$ cat config.mk
export PLATFORM = sky130hd
export DESIGN_NAME = adts_frame_rtp_packetizer
export DESIGN_NICKNAME = d
export VERILOG_FILES = /design/src/sv/adtsrtp_pkg.sv /design/src/sv/adtsrtp_ctrl.sv /design/src/sv/adtsrtp_dp.sv /design/src/sv/adts_frame_rtp_packetizer.sv
export VERILOG_INCLUDE_DIRS = /design/src /design/src/sv
export SDC_FILE = /design/constraint.sdc
export NUM_CORES = 1
export LEC_CHECK = 0
export BUFFER_PORTS_ARGS = -buffer_cell sky130_fd_sc_hd__buf_2
export CAP_MARGIN = 20
export CORE_MARGIN = 4
export CORE_UTILIZATION = 30
export CTS_BUF_LIST = sky130_fd_sc_hd__clkbuf_8
export CTS_CLUSTER_DIAMETER = 120
export DETAILED_ROUTE_END_ITERATION = 6
export GPL_TIMING_DRIVEN = 0
export REMOVE_ABC_BUFFERS = 1
export SLEW_MARGIN = 20
export SYNTH_ARGS = -nofsm -noshare
export SYNTH_HDL_FRONTEND = slang
export SYNTH_SLANG_ARGS = --single-unit
$ cat constraint.sdc
create_clock -name clk -period 4.7 [get_ports clk]
set_clock_uncertainty 0.1 [all_clocks]
set_input_delay 0.94 -clock clk [delete_from_list [all_inputs] [get_ports clk]]
set_output_delay 0.94 -clock clk [all_outputs]
set_load 0.1 [all_outputs]
$ cat src/sv/assert_macros.svh
// ----------------------------------------------------------------------------
// assert_macros.svh
// Assertion macros shared by the packetizer RTL.
// ----------------------------------------------------------------------------
`ifndef ASSERT_MACROS_SVH
`define ASSERT_MACROS_SVH

// Check a property at every rising edge outside reset.
`define ASSERT_CLK(lbl, prop, msg) \
  lbl: assert property (@(posedge clk) disable iff (rst) (prop)) else $error(msg);

// Check that a condition never holds outside reset.
`define ASSERT_NEVER(lbl, cond, msg) \
  lbl: assert property (@(posedge clk) disable iff (rst) !(cond)) else $error(msg);

`endif

$ cat src/sv/adtsrtp_pkg.sv
// ----------------------------------------------------------------------------
// adtsrtp_pkg
// Types and constants for the ADTS frame to RTP descriptor packetizer.
// ----------------------------------------------------------------------------
`default_nettype none

package adtsrtp_pkg;

  // Fixed sizes
  localparam int HEADER_BYTES = 12;
  localparam int MAX_RESULTS  = 6;
  localparam int CNT_W        = 3;
  localparam int LEN_W        = 13;
  localparam int CHUNK_W      = 14;
  localparam int CFG_IDX_W    = 2;
  localparam int CFG_DATA_W   = 16;

  // Register indexes
  localparam logic [CFG_IDX_W-1:0] REG_PAYLOAD_TYPE   = 2'd0;
  localparam logic [CFG_IDX_W-1:0] REG_START_SEQUENCE = 2'd1;

  // Reset values and header constants
  localparam logic [6:0]       PT_RESET    = 7'd98;
  localparam logic [15:0]      SEQ_RESET   = 16'd0;
  localparam logic [3:0]       HDR_NO_CRC  = 4'd7;
  localparam logic [3:0]       HDR_CRC     = 4'd9;
  localparam logic [1:0]       RTP_VERSION = 2'b10;

  typedef struct packed {
    logic [7:0]  adts_byte_one;
    logic [7:0]  adts_byte_three;
    logic [7:0]  adts_byte_four;
    logic [7:0]  adts_byte_five;
    logic [31:0] presentation_time;
  } in_t;

  typedef struct packed {
    logic [31:0] header_word;
    logic [31:0] time_stamp;
    logic [12:0] payload_offset;
    logic [10:0] payload_length;
    logic        last_packet;
    logic        malformed;
  } out_t;

  // Controller to datapath
  typedef struct packed {
    logic load;      // capture a new frame header
    logic emit;      // write the next descriptor to the output register
    logic cap_last;  // this descriptor is the final allowed one
  } cmd_t;

  // Datapath to controller
  typedef struct packed {
    logic last_chunk;  // remaining payload fits one packet, or frame is short
    logic slot_free;   // output register can take a descriptor
  } sts_t;

endpackage

`default_nettype wire

$ cat src/sv/adtsrtp_ctrl.sv
// ----------------------------------------------------------------------------
// adtsrtp_ctrl
// Sequencer: accepts one frame, then steps one descriptor per free slot.
// ----------------------------------------------------------------------------
`default_nettype none
`include "assert_macros.svh"

module adtsrtp_ctrl (
  input  wire logic               clk,
  input  wire logic               rst,
  input  wire logic               in_valid,
  output logic                    in_ready,
  input  adtsrtp_pkg::sts_t       sts,
  output adtsrtp_pkg::cmd_t       cmd
);
  import adtsrtp_pkg::*;

  typedef enum logic [0:0] {
    ST_IDLE,
    ST_EMIT
  } state_t;

  state_t           state;
  logic [CNT_W-1:0] count;
  logic             final_desc;

  // Decode commands from the current state
  always_comb begin
    in_ready     = (state == ST_IDLE) && !rst;
    cmd.load     = in_ready && in_valid;
    cmd.emit     = (state == ST_EMIT) && sts.slot_free;
    cmd.cap_last = (count == CNT_W'(MAX_RESULTS - 1));
    final_desc   = sts.last_chunk || cmd.cap_last;
  end

  // Hold state and descriptor count
  always_ff @(posedge clk) begin
    if (rst) begin
      state <= ST_IDLE;
      count <= '0;
    end else begin
      unique case (state)
        ST_IDLE: begin
          if (cmd.load) begin
            state <= ST_EMIT;
            count <= '0;
          end
        end
        ST_EMIT: begin
          if (cmd.emit) begin
            if (final_desc) begin
              state <= ST_IDLE;
            end else begin
              count <= count + CNT_W'(1);
            end
          end
        end
        default: state <= ST_IDLE;
      endcase
    end
  end

  `ASSERT_CLK(a_count_range, count < CNT_W'(MAX_RESULTS), "descriptor count out of range")
  `ASSERT_NEVER(a_load_during_emit, cmd.load && cmd.emit, "load and emit together")
  `ASSERT_CLK(a_final_returns_idle, cmd.emit && final_desc |=> in_ready,
              "sequencer did not return to idle after final descriptor")

endmodule

`default_nettype wire

$ cat src/sv/adtsrtp_dp.sv
// ----------------------------------------------------------------------------
// adtsrtp_dp
// Datapath: frame length decode, chunk split, sequence counter, output register.
// ----------------------------------------------------------------------------
`default_nettype none
`include "assert_macros.svh"

module adtsrtp_dp #(
  parameter int MTU_BYTES = 1400
) (
  input  wire logic                                clk,
  input  wire logic                                rst,
  input  adtsrtp_pkg::in_t                         in_data,
  input  adtsrtp_pkg::cmd_t                        cmd,
  output adtsrtp_pkg::sts_t                        sts,
  input  wire logic                                cfg_we,
  input  wire logic [adtsrtp_pkg::CFG_IDX_W-1:0]   cfg_index,
  input  wire logic [adtsrtp_pkg::CFG_DATA_W-1:0]  cfg_data,
  output logic                                     out_valid,
  input  wire logic                                out_ready,
  output adtsrtp_pkg::out_t                        out_data
);
  import adtsrtp_pkg::*;

  localparam logic [CHUNK_W-1:0] CHUNK_MAX = CHUNK_W'(MTU_BYTES - HEADER_BYTES);

  logic [6:0]       ptype;
  logic [15:0]      seq;
  logic [15:0]      seq_next;
  logic [31:0]      ts;
  logic [LEN_W-1:0] left;
  logic [LEN_W-1:0] offset;
  logic             short_frame;

  logic [LEN_W-1:0] frame_len;
  logic [3:0]       hdr_size;
  logic             fits;
  logic [LEN_W-1:0] take;
  logic             last;

  // Decode the frame length and header size
  always_comb begin
    frame_len = {in_data.adts_byte_three[1:0], in_data.adts_byte_four,
                 in_data.adts_byte_five[7:5]};
    hdr_size  = in_data.adts_byte_one[0] ? HDR_NO_CRC : HDR_CRC;
  end

  // Size the next chunk
  always_comb begin
    fits      = ({1'b0, left} <= CHUNK_MAX);
    take      = fits ? left : CHUNK_MAX[LEN_W-1:0];
    last      = short_frame || fits || cmd.cap_last;
    seq_next  = seq + 16'd1;
    sts.last_chunk = short_frame || fits;
    sts.slot_free  = !out_valid || out_ready;
  end

  // Capture frame, advance chunk state and sequence counter
  always_ff @(posedge clk) begin
    if (rst) begin
      ptype <= PT_RESET;
      seq   <= SEQ_RESET;
    end else begin
      if (cfg_we && cfg_index == REG_PAYLOAD_TYPE) begin
        ptype <= cfg_data[6:0];
      end
      if (cfg_we && cfg_index == REG_START_SEQUENCE) begin
        seq <= cfg_data[15:0];
      end else if (cmd.emit && !short_frame) begin
        seq <= seq_next;
      end
    end
    if (cmd.load) begin
      ts          <= in_data.presentation_time;
      short_frame <= frame_len < LEN_W'(hdr_size);
      left        <= frame_len - LEN_W'(hdr_size);
      offset      <= LEN_W'(hdr_size);
    end else if (cmd.emit) begin
      left   <= left - take;
      offset <= offset + take;
    end
  end

  // Output register
  always_ff @(posedge clk) begin
    if (rst) begin
      out_valid <= 1'b0;
    end else if (cmd.emit) begin
      out_valid <= 1'b1;
    end else if (out_ready) begin
      out_valid <= 1'b0;
    end
    if (cmd.emit) begin
      if (short_frame) begin
        out_data <= '{header_word: '0, time_stamp: '0, payload_offset: '0,
                      payload_length: '0, last_packet: 1'b1, malformed: 1'b1};
      end else begin
        out_data.header_word    <= {RTP_VERSION, 1'b0, 1'b0, 4'd0, last, ptype, seq_next};
        out_data.time_stamp     <= ts;
        out_data.payload_offset <= offset;
        out_data.payload_length <= take[10:0];
        out_data.last_packet    <= last;
        out_data.malformed      <= 1'b0;
      end
    end
  end

  `ASSERT_CLK(a_seq_step, cmd.emit && !short_frame && !cfg_we |=> seq == $past(seq_next),
              "sequence counter did not advance by one")
  `ASSERT_CLK(a_malformed_last, out_valid && out_data.malformed |-> out_data.last_packet &&
              out_data.header_word == 32'd0, "malformed result not final or not cleared")
  `ASSERT_NEVER(a_emit_when_busy, cmd.emit && out_valid && !out_ready,
                "descriptor written over a pending result")

endmodule

`default_nettype wire

$ cat src/sv/adts_frame_rtp_packetizer.sv
// The frame is captured when it is accepted; its descriptors then pass through
// the output register one per cycle while the receiver takes them, 1 to 6 per
// frame. The input is ready again once the frame's final descriptor is written.
// The input waits while the sequencer steps through the frame's chunks.
// Reset: payload type 98, sequence counter 0, no result pending.
// ----------------------------------------------------------------------------
// adts_frame_rtp_packetizer
// Splits an AAC ADTS frame into RTP packet descriptors.
// ----------------------------------------------------------------------------
`default_nettype none

module adts_frame_rtp_packetizer #(
  parameter int MTU_BYTES = 1400
) (
  input  wire logic                                clk,
  input  wire logic                                rst,
  input  wire logic                                in_valid,
  output logic                                     in_ready,
  input  adtsrtp_pkg::in_t                         in_data,
  output logic                                     out_valid,
  input  wire logic                                out_ready,
  output adtsrtp_pkg::out_t                        out_data,
  input  wire logic                                cfg_we,
  input  wire logic [adtsrtp_pkg::CFG_IDX_W-1:0]   cfg_index,
  input  wire logic [adtsrtp_pkg::CFG_DATA_W-1:0]  cfg_data
);
  import adtsrtp_pkg::*;

  cmd_t cmd;
  sts_t sts;

  // Sequencer
  adtsrtp_ctrl u_ctrl (
    .clk      (clk),
    .rst      (rst),
    .in_valid (in_valid),
    .in_ready (in_ready),
    .sts      (sts),
    .cmd      (cmd)
  );

  // Datapath
  adtsrtp_dp #(
    .MTU_BYTES (MTU_BYTES)
  ) u_dp (
    .clk       (clk),
    .rst       (rst),
    .in_data   (in_data),
    .cmd       (cmd),
    .sts       (sts),
    .cfg_we    (cfg_we),
    .cfg_index (cfg_index),
    .cfg_data  (cfg_data),
    .out_valid (out_valid),
    .out_ready (out_ready),
    .out_data  (out_data)
  );

endmodule

`default_nettype wire

==> flow_summary.ini, run 1 <==
[global_route]
grtUsageMet3_pct = 2.34
gr-usage-all-layers_pct = 12.0
grt_pass1_vias = 5066
globalRoute.totalOverflow = 0
number_of_antenna_violations_at_the_first_check_in_global_routing = 0
grt_pass1_wl_um = 27000
use_met2_pct = 18.8
busiest_metal_layer_after_global_routing = met2
groute.layer.met1.usage_pct = 16.6
pin_count_of_the_biggest_net_entering_global_routing = 53

[clock_network]
clock_sinks = 170
number_of_instances_resized_during_post_cts_repair = 0
clk_latency_ns = 0.45
ctsHtreeMaxLevel = 4
clock_pin_slew_worst_setup_and_hold_paths_ns = 0.10
cts_tree = built
clockBufferDepth = 2
cts_hold_buf = 0
tritoncts.num_buffers = 17
post-cts-setup-buffers = 0
clk_root_buffer_cell = clkbuf_8

[layout]
num-nets-final = 911
final_layout_size_suffix_gt1_share_pct = 25.4
area_delta_synth_final_pct = 20.4
final_util_pct = 36.8
n_antenna_cell = 0
finish.cell_count_without_fillers = 1146

[setup_path]
critical-path-top-delay-family = compound AO/OA/AOI/OAI gates
kind_of_critical_path = reg -> reg
startpoint_type = flop
crit_end = u_dp.offset[10]$_SDFFE_PP0P_
timing.critical_path.to_type = flop
worst_r2r_path_depth = 12
timing.critical_path.depth = 12
worstPathRequired_ns = 4.90
critical-path-max-stage-delay_ns = 0.52
crit_path_max_fanout = 17
critical_path_buf_inv_count = 0
timing.critical_path.from = u_dp.left[10]$_DFFE_PP_
timing.critical_path.arrival_ns = 4.16
critical_path.reg2reg.startpoint = u_dp.left[10]$_DFFE_PP_
worstReg2RegEnd = u_dp.offset[10]$_SDFFE_PP0P_
worst_path_max_delay_cell = edfxtp_1
crit_path_cell_trace = a211oi_2 > and2_1 > a22oi_2 > or2_2 > ha_1 > nor2b_1 > o2111ai_1 > a21oi_1 > a211oi_1 > o211ai_1 > xnor2_1 > o21ai_0
r2r_slack_ns = 0.74

[placed_design]
place.detailed.hpwl_um = 12500
place.gp.congestion = 0.792
dpl.cell_count = 1114
port_buffers = 153

[floorplan]
die_w_um = 168
top_level_pins = 179
floorplan.initialDensity_pct = 30.6
floorplan.die_area_um2 = 28400
core.rowCount = 58
dieHeight_um = 168
fp.coreArea_um2 = 25300

[logic_synthesis]
synthesis.instances = 649
post_synth_num_cell_types = 54
synth-edff-count = 133
ys_ff_latch = 170
postSynth.topFlopCell = edfxtp_1
ys.warnings.count = 0
yosysSeqAreaShare_pct = 61.3
average_instance_area_after_synthesis_um2 = 11.9
asyncSetResetFlopFracSynth_pct = 0
mappedNetlistArea_um2 = 7730

[pwr]
p_leak_nw = 3.53
post-layout-total-power_w = 0.00435
p_per_area_nw_per_um2 = 468
irDropWorstVdd_v = 0.000158

[sta]
setup_viol = 0
final_min_period_over_clock_period_pct = 84.2
worst_slew_margin_pct = 47.9
grt_setup_unrepaired = no
final-max-slew-violation-count = 0
tightest_slew_ns = 0.781
fmax_mhz = 253
fin_hold_ws_ns = 0.383
period_needed_ns = 3.96
final_hold_viol_count = 0
finalSetupTns_ns = 0

[job]
drv.max_cap_violation_count = 0

[route]
route.detailed.wl_per_inst_um = 14.9
drt_pre_antenna_iters = 4
detailroute.via_count = 5236
remaining_drcs = 0
antenna_violating_nets_post_route = 0
route.final.wire_length_um = 17100
first_iter_violations = 320
via_per_inst = 4.57

[hold_path]
hold_path_class = reg -> reg
min_path_cells = 2

[outcome]
run_status = finished, final reports clean
placed cells by master (no fill, tap or decap), types with 2 or more instances in the layout:
cell type and count:
or3_1 13, buf_2 153, nand4_1 6, or4_4 2, buf_8 4, nor3_1 9, o21ai_0 30, buf_16 2
o21a_1 3, a32oi_1 2, inv_4 3, a31oi_1 3, nand2b_1 8, nand3b_1 2, conb_1 9, and3_1 7
a21oi_1 23, edfxtp_1 133, a211o_1 3, a21o_1 8, a311oi_1 5, or2_2 5, nor4_1 5, ha_1 19
inv_1 13, nor2_1 57, fa_1 2, nand2_1 36, nor2b_1 64, clkinv_4 2, nand3_1 15, mux2i_1 4
xnor2_1 23, and2_1 13, xor2_1 28, o22ai_1 5, inv_6 5, dfxtp_1 37, a211oi_1 14, clkbuf_8 18
worst min path at each step:
stage	slack, ns	startpoint	endpoint
2_1_floorplan	0.34	u_dp.offset[4]$_SDFFE_PP0P_	u_dp.offset[4]$_SDFFE_PP0P_
3_5_place_dp	0.38	u_dp.offset[5]$_SDFFE_PP0P_	u_dp.offset[5]$_SDFFE_PP0P_
3_3_place_gp	0.37	u_dp.offset[11]$_SDFFE_PP0P_	u_dp.offset[11]$_SDFFE_PP0P_
6_report	0.38	u_dp.offset[5]$_SDFFE_PP0P_	u_dp.offset[5]$_SDFFE_PP0P_
5_1_grt	0.41	u_dp.ptype[4]$_SDFFE_PP0P_	u_dp.ptype[4]$_SDFFE_PP0P_
4_1_cts	0.39	u_dp.offset[5]$_SDFFE_PP0P_	u_dp.offset[5]$_SDFFE_PP0P_
synthesized netlist by cell type (6+ instances only):
master | number | area [um^2]
and2_1 | 13 | 81.3
xnor2_1 | 23 | 201
nor2b_1 | 64 | 400
buf_4 | 7 | 52.6
ha_1 | 19 | 238
a21oi_1 | 23 | 115
xor2_1 | 28 | 245
clkbuf_1 | 19 | 71.3
edfxtp_1 | 133 | 3990
nand4_1 | 6 | 37.5
nor2_1 | 57 | 214
nand2b_1 | 8 | 50.1
a211oi_1 | 14 | 105
dfxtp_1 | 37 | 741
nand3_1 | 15 | 75.1
and3_1 | 7 | 43.8
o21ai_0 | 30 | 150
nor3_1 | 9 | 45.0
a21o_1 | 8 | 60.1
nand2_1 | 36 | 135
inv_1 | 14 | 52.6
or3_1 | 13 | 81.3
area by class of cell:
| class | count | area [um^2] |
|---|---|---|
| clock buffers | 18 | 248 |
| clock inverters | 14 | 131 |
| fillers | 2483 | 16000 |
| inverters | 14 | 55.1 |
| multi-input cells | 440 | 2820 |
| flip-flops and latches | 170 | 4730 |
| well taps | 330 | 413 |
| repair buffers | 160 | 901 |
cell families after synthesis:
group                      synth area share (%)
AOI/OAI and AO/OA                          9.20
xor gates and xnor gates                   5.78
adders and majority gates                  3.59
other                                    0.0972
buffers and inverters                      2.64
and+or+nand+nor                            16.9
muxes                                     0.518
DFF                                        61.3
power by group:
group / internal [W] / switching [W]
sequential: 0.00183 / 0.000120
combinational: 0.000430 / 0.000948
clock: 0.000445 / 0.000575
metal layers:
metal / vias to the layer above / routed length, um
met5: - / 0
met4: 0 / 255
met3: 11 / 793
met2: 118 / 7910
met1: 2483 / 8160
li1: 2624 / -
registers in the layout (all words and copies together), names as in the netlist:
signal / count
u_dp.ptype: 7
u_dp.seq: 16
u_ctrl.count: 3
u_dp.out_valid: 1
u_dp.out_data: 83
u_ctrl.state: 1
u_dp.short_frame: 1
u_dp.left: 13
u_dp.offset: 13
u_dp.ts: 32
tightest hold or removal path: stages (launching register included):
cell,delay (ns)
dfxtp_1,0.33
nand2_1,0.06
o31ai_1,0.05
per-stage QoR:
stage          setup WS [ns]  instance area (um^2)
5_1_grt                0.471                  9300
3_3_place_gp           -1.81                  8780
2_1_floorplan          0.245                  7600
6_report               0.741                  9300
4_1_cts                0.758                  9300
3_5_place_dp           0.508                  8920
Note: power is estimated with default switching activity, not from simulation.
==> run 2: changes to the inputs <==
clock period = 3.2 ns   (was 4.7 ns; I/O delays follow)
==> run 2 against run 1 <==
Final area grew 3.0%. Critical path type unchanged. Power is 54% higher. Critical endpoint is now u_dp.offset[8]$_SDFFE_PP0P_. Largest cell class unchanged. Clock power is 47% higher. Highest routed layer unchanged. Non-clock buffer count is 24 higher. Maximum frequency is 26% higher. Worst hold slack got worse by 0.12 ns.
==> flow_summary.ini, run 2 (synthesis gave the netlist of run 1 again) <==
[sta]
period_needed_ns = 3.15
fin_hold_ws_ns = 0.259
final_min_period_over_clock_period_pct = 98.3
final-max-slew-violation-count = 0
fmax_mhz = 318
grt_setup_unrepaired = yes
worst_slew_margin_pct = 49.5
final_hold_viol_count = 0
setup_viol = 0
tightest_slew_ns = 0.755

[setup_path]
startpoint_type = flop
crit_path_max_fanout = 5
timing.critical_path.arrival_ns = 3.37
r2r_slack_ns = 0.05
kind_of_critical_path = reg -> reg
worstPathRequired_ns = 3.42
timing.critical_path.to_type = flop

[floorplan]
core.rowCount = 58
fp.coreArea_um2 = 25300
die_w_um = 168
top_level_pins = 179
floorplan.die_area_um2 = 28400
floorplan.initialDensity_pct = 30.6
dieHeight_um = 168

[layout]
multi_input_comb_area_um2 = 2910
largest-register = u_dp.out_data
n_antenna_cell = 0
seq_cell_area_um2 = 4730
final_layout_size_suffix_gt1_share_pct = 29.5
final_common_cell = buf_2
nFillCells = 2464
area_delta_synth_final_pct = 23.9
finish.cell_count_without_fillers = 1170
largest_reg_flops = 83
top_registers = u_dp.out_data: 83 flops, u_dp.ts: 32 flops, u_dp.seq: 16 flops
num-nets-final = 935
layout.cells.most_common_list = buf_2 (153), edfxtp_1 (133), nor2b_1 (63)

[route]
remaining_drcs = 0
first_iter_violations = 373
detailroute.via_count = 5365
via_per_inst = 4.59
route.detailed.wl_per_inst_um = 15.2
route.final.wire_length_um = 17700
antenna_violating_nets_post_route = 0
drt_pre_antenna_iters = 6

[global_route]
grt_pass1_wl_um = 27700
grt_pass1_vias = 5180
number_of_antenna_violations_at_the_first_check_in_global_routing = 0
pin_count_of_the_biggest_net_entering_global_routing = 53
globalRoute.totalOverflow = 0
gr-usage-all-layers_pct = 12.3

[pwr]
switching_share_pct = 37.8
internal_power_w = 0.00415
seq_power_share_pct = 42.7
p_comb_share_pct = 34.9
irDropWorstVdd_v = 0.000236
clkPwrFrac_pct = 22.4
p_per_area_nw_per_um2 = 697
p_leak_nw = 3.65
power.net_switching_w = 0.00253

[clock_network]
ctsHtreeMaxLevel = 4
cts_tree = built
cts_hold_buf = 0
clk_latency_ns = 0.45
clockBufferDepth = 2
clock_sinks = 170
clock_pin_slew_worst_setup_and_hold_paths_ns = 0.10
clk_root_buffer_cell = clkbuf_8
tritoncts.num_buffers = 17

[placed_design]
place.gp.congestion = 0.792
place.detailed.hpwl_um = 12500
dpl.cell_count = 1114
port_buffers = 153

[job]
drv.max_cap_violation_count = 0

[hold_path]
hold_path_class = in -> reg

[outcome]
run_status = finished, final reports clean
run 2: changes by cell type in the layout (fill, tap and decap cells not counted), moves of 2 or more:
| cell | change |
|---|---|
| a211oi_1 | -2 |
| a211oi_4 | +2 |
| a21oi_1 | -2 |
| buf_4 | +24 |
| nand2_1 | -3 |
| nand2_2 | +3 |
| o21ai_0 | -3 |
| o21ai_1 | +3 |
run 2: through the flow:
stage	setup WS, ns	setup TNS [ns]	area (um^2)	power, W	utilization, %
finish	0.0534	0	9580	0.00668	37.9
global route	-0.132	-0.549	9580	0.00704	37.9
CTS	-0.00497	-0.00497	9470	0.00660	37.5
detailed placement	-0.716	-15.68	8920	0.00494	35.3
global placement	-3.01	-213.70	8780	0.00490	34.8
floorplan	-1.07	-35.40	7600	0.00451	-
run 2: power groups by stage:
| stage | sequential [W] | combinational [W] | clock [W] |
|---|---|---|---|
| after floorplan | 0.00349 | 0.00102 | 0 |
| after global placement | 0.00294 | 0.00197 | 0 |
| after detailed placement | 0.00292 | 0.00202 | 0 |
| after CTS | 0.00285 | 0.00219 | 0.00155 |
| after global routing | 0.00289 | 0.00251 | 0.00164 |
| final | 0.00285 | 0.00233 | 0.00150 |
run 2: final timing paths:
path                               start                     endpoint  cells after the start
max               u_dp.left[9]$_DFFE_PP_  u_dp.offset[8]$_SDFFE_PP0P_                     12
min                           in_data[5]         u_dp.ts[5]$_DFFE_PP_                      1
max reg2reg       u_dp.left[9]$_DFFE_PP_  u_dp.offset[8]$_SDFFE_PP0P_                     12
min reg2reg  u_dp.offset[5]$_SDFFE_PP0P_  u_dp.offset[5]$_SDFFE_PP0P_                      2
run 2: critical path, stage by stage, from the launching register on:
cell and delay, ns:
edfxtp_1 0.51, and4bb_1 0.34, and3_4 0.25, a22oi_2 0.09
or2_2 0.32, ha_1 0.25, a21o_1 0.19, a21oi_2 0.17
a21oi_2 0.09, a211oi_2 0.32, buf_4 0.17, xor2_1 0.14
o21ai_1 0.07
run 2: final cells by class:
type,count,area share (%)
well taps,330,4.31
inverters,14,0.614
clock inverters,14,1.37
repair buffers,184,11.3
flip-flops and latches,170,49.4
multi-input cells,440,30.4
clock buffers,18,2.59
run 2: repair_timing:
item | 4_1_cts | 5_1_grt
pin swaps | 5 | 12
resized for setup | 11 | 15
buffers inserted | 17 | 7
endpoints found under the setup margin | 25 | 24
run 2: routing by layer:
layer	global-route usage, %	share of wire, %
met1	16.9	47
met2	19.6	47
met3	2.34	4.6
met4	4.34	1.4
met5	0	0
==> run 3: changes to the inputs <==
MAX_ROUTING_LAYER = met4   (was default)
PLACE_DENSITY_LB_ADDON = 0.25   (was default)
==> run 3 against run 2 <==
Sequential cell count did not move. Core utilization fell by 0.074 points. Via count fell by 0.11%. Largest cell class unchanged. Final cell count fell by 0.51%. Combinational power fell by 3%. Critical path type unchanged. Clock power barely moved. Final area fell by 0.20%. Maximum frequency rose by 2.9%. Sequential share of layout area rose by 0.097 points. Wire length rose by 0.47%. Highest routed layer unchanged. Non-clock buffer count fell by 6.
==> flow_summary.ini, run 3 (synthesis gave the netlist of run 1 again) <==
[outcome]
run_status = finished, final reports clean

[sta]
setup_ws_ns = 0.143
fmax_mhz = 327
worst_slew_margin_pct = 43.6
grt_setup_unrepaired = yes
final-max-slew-violation-count = 0
final_min_period_over_clock_period_pct = 95.5
setup_viol = 0
tightest_slew_ns = 0.843
finalSetupTns_ns = 0
fin_hold_ws_ns = 0.259
period_needed_ns = 3.06
final_hold_viol_count = 0

[job]
drv.max_cap_violation_count = 0

[route]
via_per_inst = 4.60
antenna_violating_nets_post_route = 0
route.final.wire_length_um = 17800
drt_pre_antenna_iters = 4
detailroute.via_count = 5359
remaining_drcs = 0
route.detailed.wl_per_inst_um = 15.3
first_iter_violations = 326

[layout]
layout.cells.most_common_list = buf_2 (153), edfxtp_1 (133), nor2b_1 (63)
num-nets-final = 929
top_registers = u_dp.out_data: 83 flops, u_dp.ts: 32 flops, u_dp.seq: 16 flops
largest-register = u_dp.out_data
n_antenna_cell = 0
largest_reg_flops = 83
area_delta_synth_final_pct = 23.7
final_common_cell = buf_2
final_layout_size_suffix_gt1_share_pct = 29.3

[pwr]
switching_share_pct = 38.7
p_leak_nw = 3.61
internal_power_w = 0.00405
clkPwrFrac_pct = 22.6
p_per_area_nw_per_um2 = 691
seq_power_share_pct = 43.2
irDropWorstVdd_v = 0.000253
p_comb_share_pct = 34.3
power.net_switching_w = 0.00255

[setup_path]
worstPathRequired_ns = 3.40
startpoint_type = flop
timing.critical_path.to_type = flop
crit_path_max_fanout = 6
timing.critical_path.arrival_ns = 3.26
r2r_slack_ns = 0.14
kind_of_critical_path = reg -> reg

[global_route]
globalRoute.totalOverflow = 0
number_of_antenna_violations_at_the_first_check_in_global_routing = 0
grt_pass1_wl_um = 27700
gr-usage-all-layers_pct = 12.7
grt_pass1_vias = 5127
pin_count_of_the_biggest_net_entering_global_routing = 66

[floorplan]
floorplan.die_area_um2 = 28400
die_w_um = 168
top_level_pins = 179
floorplan.initialDensity_pct = 30.6
core.rowCount = 58
fp.coreArea_um2 = 25300
dieHeight_um = 168

[clock_network]
cts_tree = built
cts_hold_buf = 0
clock_sinks = 170
clock_pin_slew_worst_setup_and_hold_paths_ns = 0.10
tritoncts.num_buffers = 17
clk_root_buffer_cell = clkbuf_8
clk_latency_ns = 0.45
clockBufferDepth = 2
ctsHtreeMaxLevel = 4

[placed_design]
port_buffers = 153
place.gp.congestion = 0.771
preCtsSetupSlack_ns = -0.797
place.detailed.hpwl_um = 12700

[hold_path]
hold_path_class = in -> reg
-- run 3: cell count changes in the layout (fill, tap and decap cells not counted), sizes merged --
cell,previous run,this run
buf,184,178
bufinv,1,0
clkbuf,18,17
clkinv,3,8
clkinvlp,2,3
inv,22,18
-- run 3: final cells by class --
class | count | area, um^2
Clock buffer | 17 | 234
Clock inverter | 15 | 160
Fill cell | 2517 | 15700
Inverter | 14 | 61.3
Multi-Input combinational cell | 440 | 2920
Sequential cell | 170 | 4730
Tap cell | 330 | 413
Timing Repair Buffer | 178 | 1040
-- run 3: power groups by stage --
stage,Sequential [W],Combinational [W],Clock [W]
after floorplan,0.00349,0.00102,0
after global placement,0.00294,0.00198,0
after detailed placement,0.00292,0.00203,0
after CTS,0.00285,0.00217,0.00157
after global routing,0.00289,0.00246,0.00165
final,0.00285,0.00226,0.00149
-- run 3: final timing paths --
path / startpoint / end / cells after the start
setup / recovery: u_dp.left[9]$_DFFE_PP_ / u_dp.offset[8]$_SDFFE_PP0P_ / 12
hold / removal: in_data[1] / u_dp.ts[1]$_DFFE_PP_ / 1
setup reg to reg: u_dp.left[9]$_DFFE_PP_ / u_dp.offset[8]$_SDFFE_PP0P_ / 12
hold reg to reg: u_dp.offset[10]$_SDFFE_PP0P_ / u_dp.offset[10]$_SDFFE_PP0P_ / 2
-- run 3: timing repair --
item,4_1_cts,5_1_grt
setup endpoints to repair,25,25
gates resized for setup,12,18
buffers inserted,12,6
cloned,0,0
pin swaps,4,20
-- run 3: critical path, cell delays in order, from the launching register on --
cell and delay (ns):
edfxtp_1 0.51, and4bb_1 0.34, and3_4 0.24, a22oi_2 0.09, or2_2 0.32, ha_2 0.22, a21o_1 0.19, a21oi_2 0.16
a21oi_2 0.08, a211oi_2 0.30, buf_4 0.17, xor2_1 0.13, o21ai_1 0.06
-- run 3: stage by stage --
stage	total power, W	utilization (%)	instances	cell area, um^2
floorplan	0.00451	-	624	7600
CTS	0.00658	37.4	1158	9450
global route	0.00700	37.9	1164	9560
finish	0.00660	37.9	1164	9560
detailed placement	0.00494	35.3	1114	8930
global placement	0.00492	34.8	1107	8780
-- run 3: routing by layer --
metal  part of all wire (%)  vias up  global-route usage [%]
met5                      0        -                       -
met2                     45      150                    19.3
met3                    5.4       14                    2.64
li1                       -     2662                       -
met4                    1.3        0                    3.42
met1                     49     2533                    17.5
